<file path="src/rtl/rau_pkg.sv">
// Package for the rational arithmetic unit: command codes, status codes and
// the controller-to-datapath command/status structs. No dependencies.
package rau_pkg;

  localparam logic [2:0] CMD_NORM = 3'd0;
  localparam logic [2:0] CMD_ADD  = 3'd1;
  localparam logic [2:0] CMD_SUB  = 3'd2;
  localparam logic [2:0] CMD_MUL  = 3'd3;
  localparam logic [2:0] CMD_DIV  = 3'd4;
  localparam logic [2:0] CMD_EQ   = 3'd5;

  localparam logic [1:0] ST_OK   = 2'd0;
  localparam logic [1:0] ST_DIV0 = 2'd1;
  localparam logic [1:0] ST_OVF  = 2'd2;

  typedef struct packed {
    logic load;      // capture operands
    logic prod;      // register products
    logic comb;      // form num/den
    logic gcd_init;  // load gcd operands
    logic gcd_step;  // one binary gcd step
    logic div_init;  // start reduction divides
    logic div_step;  // one quotient bit for both divides
    logic fin;       // build result word
  } rau_cmd_t;

  typedef struct packed {
    logic gcd_done;
    logic div_done;
  } rau_sts_t;

endpackage

</file>
<file path="src/rtl/rau_datapath.sv">
// Datapath: operand registers, multiplier stage, binary GCD and a restoring
// divider that reduces numerator and denominator together. Uses rau_pkg.
module rau_datapath #(
  parameter int WIDTH = 16
) (
  input  logic                  clk_i,
  input  logic                  rst_ni,
  input  rau_pkg::rau_cmd_t     cmd_i,
  output rau_pkg::rau_sts_t     sts_o,
  input  logic [2:0]            command_i,
  input  logic [WIDTH-1:0]      lhs_num_i,
  input  logic [WIDTH-1:0]      lhs_den_i,
  input  logic [WIDTH-1:0]      rhs_num_i,
  input  logic [WIDTH-2:0]      rhs_den_i,
  output logic [WIDTH-1:0]      result_num_o,
  output logic [WIDTH-2:0]      result_den_o,
  output logic                  is_equal_o,
  output logic [1:0]            status_o
);
  import rau_pkg::*;

  localparam int MW = WIDTH + 1;        // operand magnitude
  localparam int PW = 2 * MW;           // product magnitude
  localparam int SW = PW + 1;           // sum magnitude
  localparam int CW = $clog2(SW + 1);

  logic [2:0]    cmd_q;
  logic          an_q, bn_q, cn_q;
  logic [MW-1:0] am_q, bm_q, cm_q, dm_q;
  logic [PW-1:0] p0_q, p1_q, p2_q;
  logic          p0n_q, p1n_q, p2n_q;
  logic [SW-1:0] nm_q, dn_q;
  logic          neg_q;
  logic [SW-1:0] ga_q, gb_q;
  logic [CW-1:0] gk_q;
  logic [SW-1:0] g_q;
  logic [SW-1:0] qn_q, qd_q, rn_q, rd_q;
  logic [CW-1:0] cnt_q;

  function automatic logic [MW-1:0] mag(input logic [WIDTH-1:0] v);
    logic [MW-1:0] e;
    e = {v[WIDTH-1], v};
    return v[WIDTH-1] ? MW'(-e) : e;
  endfunction

  // operand capture
  always_ff @(posedge clk_i) begin
    if (cmd_i.load) begin
      cmd_q <= command_i;
      an_q  <= lhs_num_i[WIDTH-1];
      bn_q  <= lhs_den_i[WIDTH-1];
      cn_q  <= rhs_num_i[WIDTH-1];
      am_q  <= mag(lhs_num_i);
      bm_q  <= mag(lhs_den_i);
      cm_q  <= mag(rhs_num_i);
      dm_q  <= MW'(rhs_den_i);
    end
  end

  // product stage: pick the three products the command needs
  logic [MW-1:0] x0, y0, x1, y1, x2, y2;
  logic          s0, s1, s2;
  always_comb begin
    x0 = am_q; y0 = dm_q; s0 = an_q;          // a*d
    x1 = cm_q; y1 = bm_q; s1 = cn_q ^ bn_q;   // c*b
    x2 = bm_q; y2 = dm_q; s2 = bn_q;          // b*d
    case (cmd_q)
      CMD_NORM: begin
        x0 = am_q; y0 = MW'(1); s0 = an_q;
        x2 = bm_q; y2 = MW'(1); s2 = bn_q;
      end
      CMD_MUL: begin
        x0 = am_q; y0 = cm_q; s0 = an_q ^ cn_q;
      end
      CMD_DIV: begin
        x2 = bm_q; y2 = cm_q; s2 = bn_q ^ cn_q;
      end
      default: ;
    endcase
  end

  always_ff @(posedge clk_i) begin
    if (cmd_i.prod) begin
      p0_q <= x0 * y0;  p0n_q <= s0;
      p1_q <= x1 * y1;  p1n_q <= s1 ^ (cmd_q == CMD_SUB);
      p2_q <= x2 * y2;  p2n_q <= s2;
    end
  end

  // combine: signed add for add/sub, else direct
  logic          an, bn2;
  logic [SW-1:0] sm;
  logic          sneg;
  always_comb begin
    an  = p0n_q && (p0_q != '0);
    bn2 = p1n_q && (p1_q != '0);
    if (an == bn2) begin
      sm = SW'(p0_q) + SW'(p1_q); sneg = an;
    end else if (p0_q >= p1_q) begin
      sm = SW'(p0_q - p1_q); sneg = an;
    end else begin
      sm = SW'(p1_q - p0_q); sneg = bn2;
    end
  end

  always_ff @(posedge clk_i) begin
    if (cmd_i.comb) begin
      if (cmd_q == CMD_ADD || cmd_q == CMD_SUB) begin
        nm_q  <= sm;
        neg_q <= sneg ^ p2n_q;
      end else begin
        nm_q  <= SW'(p0_q);
        neg_q <= p0n_q ^ p2n_q;
      end
      dn_q <= SW'(p2_q);
    end
  end

  // binary gcd: strip common twos, then subtract; a zero operand ends it
  logic [SW-1:0] gdiff;
  logic          gdone;
  assign gdiff = (ga_q > gb_q) ? ga_q - gb_q : gb_q - ga_q;
  assign gdone = (gb_q == '0) || (ga_q == '0);
  always_ff @(posedge clk_i) begin
    if (cmd_i.gcd_init) begin
      ga_q <= nm_q;
      gb_q <= dn_q;
      gk_q <= '0;
    end else if (cmd_i.gcd_step && !gdone) begin
      if (!ga_q[0] && !gb_q[0]) begin
        ga_q <= ga_q >> 1; gb_q <= gb_q >> 1; gk_q <= gk_q + CW'(1);
      end else if (!ga_q[0]) begin
        ga_q <= ga_q >> 1;
      end else if (!gb_q[0]) begin
        gb_q <= gb_q >> 1;
      end else begin
        ga_q <= (ga_q < gb_q) ? ga_q : gb_q;
        gb_q <= gdiff >> 1;
      end
    end
  end
  assign sts_o.gcd_done = gdone;

  // restoring divide of both values by g, one bit per cycle
  logic [SW-1:0] rn_sh, rd_sh;
  assign rn_sh = {rn_q[SW-2:0], qn_q[SW-1]};
  assign rd_sh = {rd_q[SW-2:0], qd_q[SW-1]};
  always_ff @(posedge clk_i or negedge rst_ni) begin
    if (!rst_ni) begin
      cnt_q <= '0;
    end else if (cmd_i.div_init) begin
      cnt_q <= CW'(SW);
    end else if (cmd_i.div_step && cnt_q != '0) begin
      cnt_q <= cnt_q - CW'(1);
    end
  end
  always_ff @(posedge clk_i) begin
    if (cmd_i.div_init) begin
      g_q  <= ga_q << gk_q;
      qn_q <= nm_q; qd_q <= dn_q;
      rn_q <= '0;   rd_q <= '0;
    end else if (cmd_i.div_step && cnt_q != '0) begin
      if (rn_sh >= g_q) begin
        rn_q <= rn_sh - g_q; qn_q <= {qn_q[SW-2:0], 1'b1};
      end else begin
        rn_q <= rn_sh;       qn_q <= {qn_q[SW-2:0], 1'b0};
      end
      if (rd_sh >= g_q) begin
        rd_q <= rd_sh - g_q; qd_q <= {qd_q[SW-2:0], 1'b1};
      end else begin
        rd_q <= rd_sh;       qd_q <= {qd_q[SW-2:0], 1'b0};
      end
    end
  end
  assign sts_o.div_done = (cnt_q == '0);

  // result word
  localparam logic [SW-1:0] LIM = SW'(1) << (WIDTH - 1);
  logic eqv;
  assign eqv = (p0_q == p1_q) &&
               ((p0n_q && p0_q != '0) == (p1n_q && p1_q != '0));
  always_ff @(posedge clk_i) begin
    if (cmd_i.fin) begin
      result_num_o <= '0;
      result_den_o <= (WIDTH-1)'(1);
      is_equal_o   <= 1'b0;
      status_o     <= ST_OK;
      if (cmd_q == CMD_EQ) begin
        is_equal_o <= eqv;
      end else if (cmd_q <= CMD_DIV) begin
        if (dn_q == '0) begin
          status_o <= ST_DIV0;
        end else if (nm_q != '0) begin
          if (qd_q > LIM - SW'(1) || qn_q > (neg_q ? LIM : LIM - SW'(1))) begin
            status_o <= ST_OVF;
          end else begin
            result_num_o <= neg_q ? WIDTH'(-qn_q) : WIDTH'(qn_q);
            result_den_o <= (WIDTH-1)'(qd_q);
          end
        end
      end
    end
  end

endmodule

</file>
<file path="src/rtl/rau_ctrl.sv">
// Controller: sequences load, multiply, combine, gcd, divide and output.
// Uses rau_pkg for the command and status structs.
module rau_ctrl (
  input  logic              clk_i,
  input  logic              rst_ni,
  input  logic              in_valid_i,
  output logic              in_ready_o,
  output logic              out_valid_o,
  input  logic              out_ready_i,
  output rau_pkg::rau_cmd_t cmd_o,
  input  rau_pkg::rau_sts_t sts_i
);
  import rau_pkg::*;

  localparam logic [2:0] S_IDLE = 3'd0;
  localparam logic [2:0] S_PROD = 3'd1;
  localparam logic [2:0] S_COMB = 3'd2;
  localparam logic [2:0] S_GINI = 3'd3;
  localparam logic [2:0] S_GCD  = 3'd4;
  localparam logic [2:0] S_DIV  = 3'd5;
  localparam logic [2:0] S_FIN  = 3'd6;

  logic [2:0] state_q, state_d;
  logic       ov_q, ov_d;
  logic       take;

  // a new word is taken while the previous result waits, if it is taken too
  assign in_ready_o  = (state_q == S_IDLE) && (!ov_q || out_ready_i);
  assign out_valid_o = ov_q;
  assign take = in_valid_i && in_ready_o;

  always_comb begin
    state_d = state_q;
    ov_d    = ov_q && !out_ready_i;
    cmd_o   = '0;
    unique case (state_q)
      S_IDLE: begin
        cmd_o.load = take;
        if (take) state_d = S_PROD;
      end
      S_PROD: begin cmd_o.prod = 1'b1; state_d = S_COMB; end
      S_COMB: begin cmd_o.comb = 1'b1; state_d = S_GINI; end
      S_GINI: begin cmd_o.gcd_init = 1'b1; state_d = S_GCD; end
      S_GCD: begin
        cmd_o.gcd_step = 1'b1;
        if (sts_i.gcd_done) begin
          cmd_o.gcd_step = 1'b0;
          cmd_o.div_init = 1'b1;
          state_d = S_DIV;
        end
      end
      S_DIV: begin
        cmd_o.div_step = 1'b1;
        if (sts_i.div_done) state_d = S_FIN;
      end
      S_FIN: begin
        if (!ov_d) begin
          cmd_o.fin = 1'b1;
          ov_d      = 1'b1;
          state_d   = S_IDLE;
        end
      end
      default: state_d = S_IDLE;
    endcase
  end

  always_ff @(posedge clk_i or negedge rst_ni) begin
    if (!rst_ni) begin
      state_q <= S_IDLE;
      ov_q    <= 1'b0;
    end else begin
      state_q <= state_d;
      ov_q    <= ov_d;
    end
  end

endmodule

</file>
<file path="src/rtl/rational_arithmetic_unit.sv">
// Rational arithmetic unit: one fraction result per command word.
// The time per word is set by the binary GCD loop and the bit-serial reduction
// divider. One word in flight at a time.
// Reset (rst_ni low, asynchronous) returns the controller to idle and drops
// any pending result.
module rational_arithmetic_unit #(
  parameter int WIDTH = 16
) (
  input  logic             clk_i,
  input  logic             rst_ni,
  input  logic             in_valid_i,
  output logic             in_ready_o,
  input  logic [2:0]       command_i,
  input  logic [WIDTH-1:0] lhs_num_i,
  input  logic [WIDTH-1:0] lhs_den_i,
  input  logic [WIDTH-1:0] rhs_num_i,
  input  logic [WIDTH-2:0] rhs_den_i,
  output logic             out_valid_o,
  input  logic             out_ready_i,
  output logic [WIDTH-1:0] result_num_o,
  output logic [WIDTH-2:0] result_den_o,
  output logic             is_equal_o,
  output logic [1:0]       status_o
);
  import rau_pkg::*;

  rau_cmd_t cmd;
  rau_sts_t sts;

  rau_ctrl u_ctrl (
    .clk_i, .rst_ni, .in_valid_i, .in_ready_o, .out_valid_o, .out_ready_i,
    .cmd_o(cmd), .sts_i(sts)
  );

  rau_datapath #(.WIDTH(WIDTH)) u_dp (
    .clk_i, .rst_ni, .cmd_i(cmd), .sts_o(sts), .command_i, .lhs_num_i,
    .lhs_den_i, .rhs_num_i, .rhs_den_i, .result_num_o, .result_den_o,
    .is_equal_o, .status_o
  );

  a_status_range: assert property (@(posedge clk_i) disable iff (!rst_ni)
    out_valid_o |-> (status_o != 2'd3)) else $error("bad status");
  a_err_zero: assert property (@(posedge clk_i) disable iff (!rst_ni)
    (out_valid_o && status_o != ST_OK) |-> (result_num_o == '0 && !is_equal_o))
    else $error("error result not 0/1");
  a_no_overlap: assert property (@(posedge clk_i) disable iff (!rst_ni)
    (in_valid_i && in_ready_o) |=> !in_ready_o) else $error("overlap");

endmodule
</file>
<file path="config.mk">
export PLATFORM = sky130hd
export DESIGN_NAME = rational_arithmetic_unit
export DESIGN_NICKNAME = d
export VERILOG_FILES = /design/src/rtl/rau_pkg.sv /design/src/rtl/rau_datapath.sv /design/src/rtl/rau_ctrl.sv /design/src/rtl/rational_arithmetic_unit.sv
export SDC_FILE = /design/constraint.sdc
export NUM_CORES = 2
export LEC_CHECK = 0
export ABC_AREA = 1
export BUFFER_PORTS_ARGS = -buffer_cell sky130_fd_sc_hd__buf_2
export CORE_MARGIN = 2
export CORE_UTILIZATION = 36
export DETAILED_ROUTE_END_ITERATION = 16
export GPL_ROUTABILITY_DRIVEN = 0
export PLACE_DENSITY = 0.46
export SLEW_MARGIN = 10
export SYNTH_ARGS = -nofsm -noshare
export SYNTH_HDL_FRONTEND = slang
export SYNTH_SLANG_ARGS = --single-unit
</file>
<file path="constraint.sdc">
create_clock -name clk_i -period 18.2 [get_ports clk_i]
set_input_delay 0.91 -clock clk_i [delete_from_list [all_inputs] [get_ports clk_i]]
set_output_delay 0.91 -clock clk_i [all_outputs]
set_load 0.03 [all_outputs]
</file>
==> flow_summary.yaml <==
clock_tree:
  cts.sinks: 539
  cts.path.max_buffers: 3
  htree_levels: 3
  cts_resized: 0
  cts_tree: "done"
  path_clk_slew_ns: 0.06
  cts_inserted_buffers: 72
  clock-root-buffer: "clkbuf_16"
  cts_setup_buffers: 0
  clk_latency_ns: 0.71
  holdBufCountCts: 0
yosys:
  synthFlopType: "edfxtp_1"
  yosys.area_share.simple: 0.222
  synthDistinctLibCells: 64
  ys_seq_area_frac: 0.221
  synthesis.area_mm2: 0.0696
  synth_area_leader_cell: "edfxtp_1"
  synth_top_family_by_area: "adder cells"
  post-synth-top-area-fraction: 0.196
  synthMuxAreaShare: 0.00129
  async_reset_ff_frac: 0.0186
  synth-compound-area-share: 0.102
  synthAdderAreaFrac: 0.301
  synth-edff-count: 455
  synth.most_common_cell: "nand2_1"
  synth_commonest_cells: "nand2_1 (2457), inv_1 (1715), nor2_1 (775)"
  syn_avg_cell_area_um2: 7.50
  synth_area_leaders: "edfxtp_1 (20%), fa_1 (20%), nand2_1 (13%)"
  syn_inst: 9275
  synth_seq_cells: 539
  yosysWarnings: 0
  yosys.area_share.xor_xnor: 0.0357
setup_path:
  slowest_delay_ns: 0.52
  endpoint_kind: "flip-flop"
  path_class: "reg -> reg"
  crit_path_top_delay_cell: "fa_1"
  worstPathArrival_ns: 7.86
  crit_required_ns: 18.65
  crit_fanout: 25
  crit_path_start_kind: "flip-flop"
floorplan:
  io_pins: 106
  fp.coreArea_mm2: 0.192
  die_area_mm2: 0.197
  fp-row-count: 161
  initial_core_util: 0.362
  die_h_um: 444
  dieWidth_um: 444
placement:
  dpl_cell_area_mm2: 0.0725
  port_buffers: 105
  dpl_worst_slack_ns: 10.75
  dpl.hpwl_um: 209000
global_routing:
  grt_pass1_vias: 61788
  grt.total_usage: 0.259
  grt_pass1_wl_um: 386000
  antenna_found_initial: 11
  grt_max_degree: 78
  overflow: 0
run:
  cap_violations: 0
route:
  drc: 0
  num_vias: 61010
  vias_per_cell: 5.17
  ant_nets: 0
  drt_iter0_markers: 5382
  wl_per_cell_um: 21.8
  firstDrtPassIters: 6
  wl_um: 257000
timing:
  final_max_slew_viol_count: 0
  post-route-period-util: 0.407
  setup_ws_ns: 10.79
  hold_viol: 0
  rsz0062_at_grt: "false"
  slew_headroom: 0.157
  period_minus_slack_ns: 7.41
  max_freq_mhz: 135
  tightestPinTransition_ns: 1.26
  setup_viol: 0
  skew_ns: 0.0511
  fin_setup_tns_ns: 0
finish:
  register_area_mm2: 0.0154
  drive_above_1_share: 0.0466
  design_area_mm2: 0.0749
  multiInputGateArea_mm2: 0.0462
  final_util: 0.389
  n_fill_cell: 20224
  syn_to_final_growth_pct: 7.62
  fin_nets: 10555
status:
  status: "completed"
worst_hold_path:
  min_path_type: "in -> async"
per-stage QoR:
stage	hold slack [ns]	std cells
2_1_floorplan	0.400	9277
3_3_place_gp	0.402	11670
3_5_place_dp	0.405	11670
4_1_cts	0.0804	11800
5_1_grt	0.107	11802
6_report	0.103	11804
state kept, by name, summed over array words and instances, names as in the netlist, 35 cells and up:
name and count:
u_dp.g_q 35, u_dp.ga_q 35, u_dp.nm_q 35, u_dp.qd_q 35, u_dp.qn_q 35
cell usage in the layout, fill, tap and decap left out, drive strengths merged, types with 42 or more instances in the layout:
cell type / count
nand2: 2484
a21oi: 506
xnor2: 95
nor2: 804
fa: 679
ha: 588
o21ai: 549
nor4: 45
nand4: 86
nor3: 86
edfxtp: 455
clkinv: 42
dfxtp: 74
clkbuf: 87
xor2: 189
nand3: 264
inv: 1735
o211ai: 47
buf: 187
final timing paths:
path / startpoint / endpoint / slack [ns] / cells past startpoint
min in group clk_i: u_dp.p2_q[2] / u_dp.dn_q[2] / 0.39 / 0
max reg2reg: u_dp.cmd_q[1] / u_dp.p2_q[30] / 10.79 / 30
min: rst_ni / u_ctrl.state_q[2] / 0.10 / 1
min reg2reg: u_dp.p2_q[2] / u_dp.dn_q[2] / 0.39 / 0
max: u_dp.cmd_q[1] / u_dp.p2_q[30] / 10.79 / 30
max in group asynchronous: rst_ni / u_dp.cnt_q[4] / 17.83 / 1
metal layers:
metal / GRT usage / part of all wire
met1: 0.343 / 0.43
met2: 0.419 / 0.45
met3: 0.0309 / 0.062
met4: 0.125 / 0.056
met5: 0 / 0.00015
cells by family after synthesis:
group	after synthesis
AOI/OAI and AO/OA	1295
xor gates and xnor gates	284
adders and majority gates	1267
buffers and inverters	2065
DFF	539
muxes	9
other	1
and+or+nand+nor	3815
worst max-delay path, delay by kind of cell, from the launching register on:
family | cells | cell delay [ns]
AOI/OAI and AO/OA | 4 | 1.13
buffers and inverters | 11 | 1.49
and+or+nand+nor | 8 | 0.79
DFF | 1 | 0.42
adders and majority gates | 7 | 3.31
final cells by class:
| class | count | area share |
|---|---|---|
| clock inverters | 43 | 0.00712 |
| well taps | 2526 | 0.0422 |
| diodes | 4 | 0.000134 |
| inverters | 1745 | 0.0875 |
| flip-flops and latches | 539 | 0.206 |
| repair buffers | 187 | 0.0152 |
| multi-input cells | 6673 | 0.617 |
| clock buffers | 87 | 0.0252 |
Power is not shown: default switching activity piles up to over one toggle a cycle in this logic, so the estimate is an artifact.
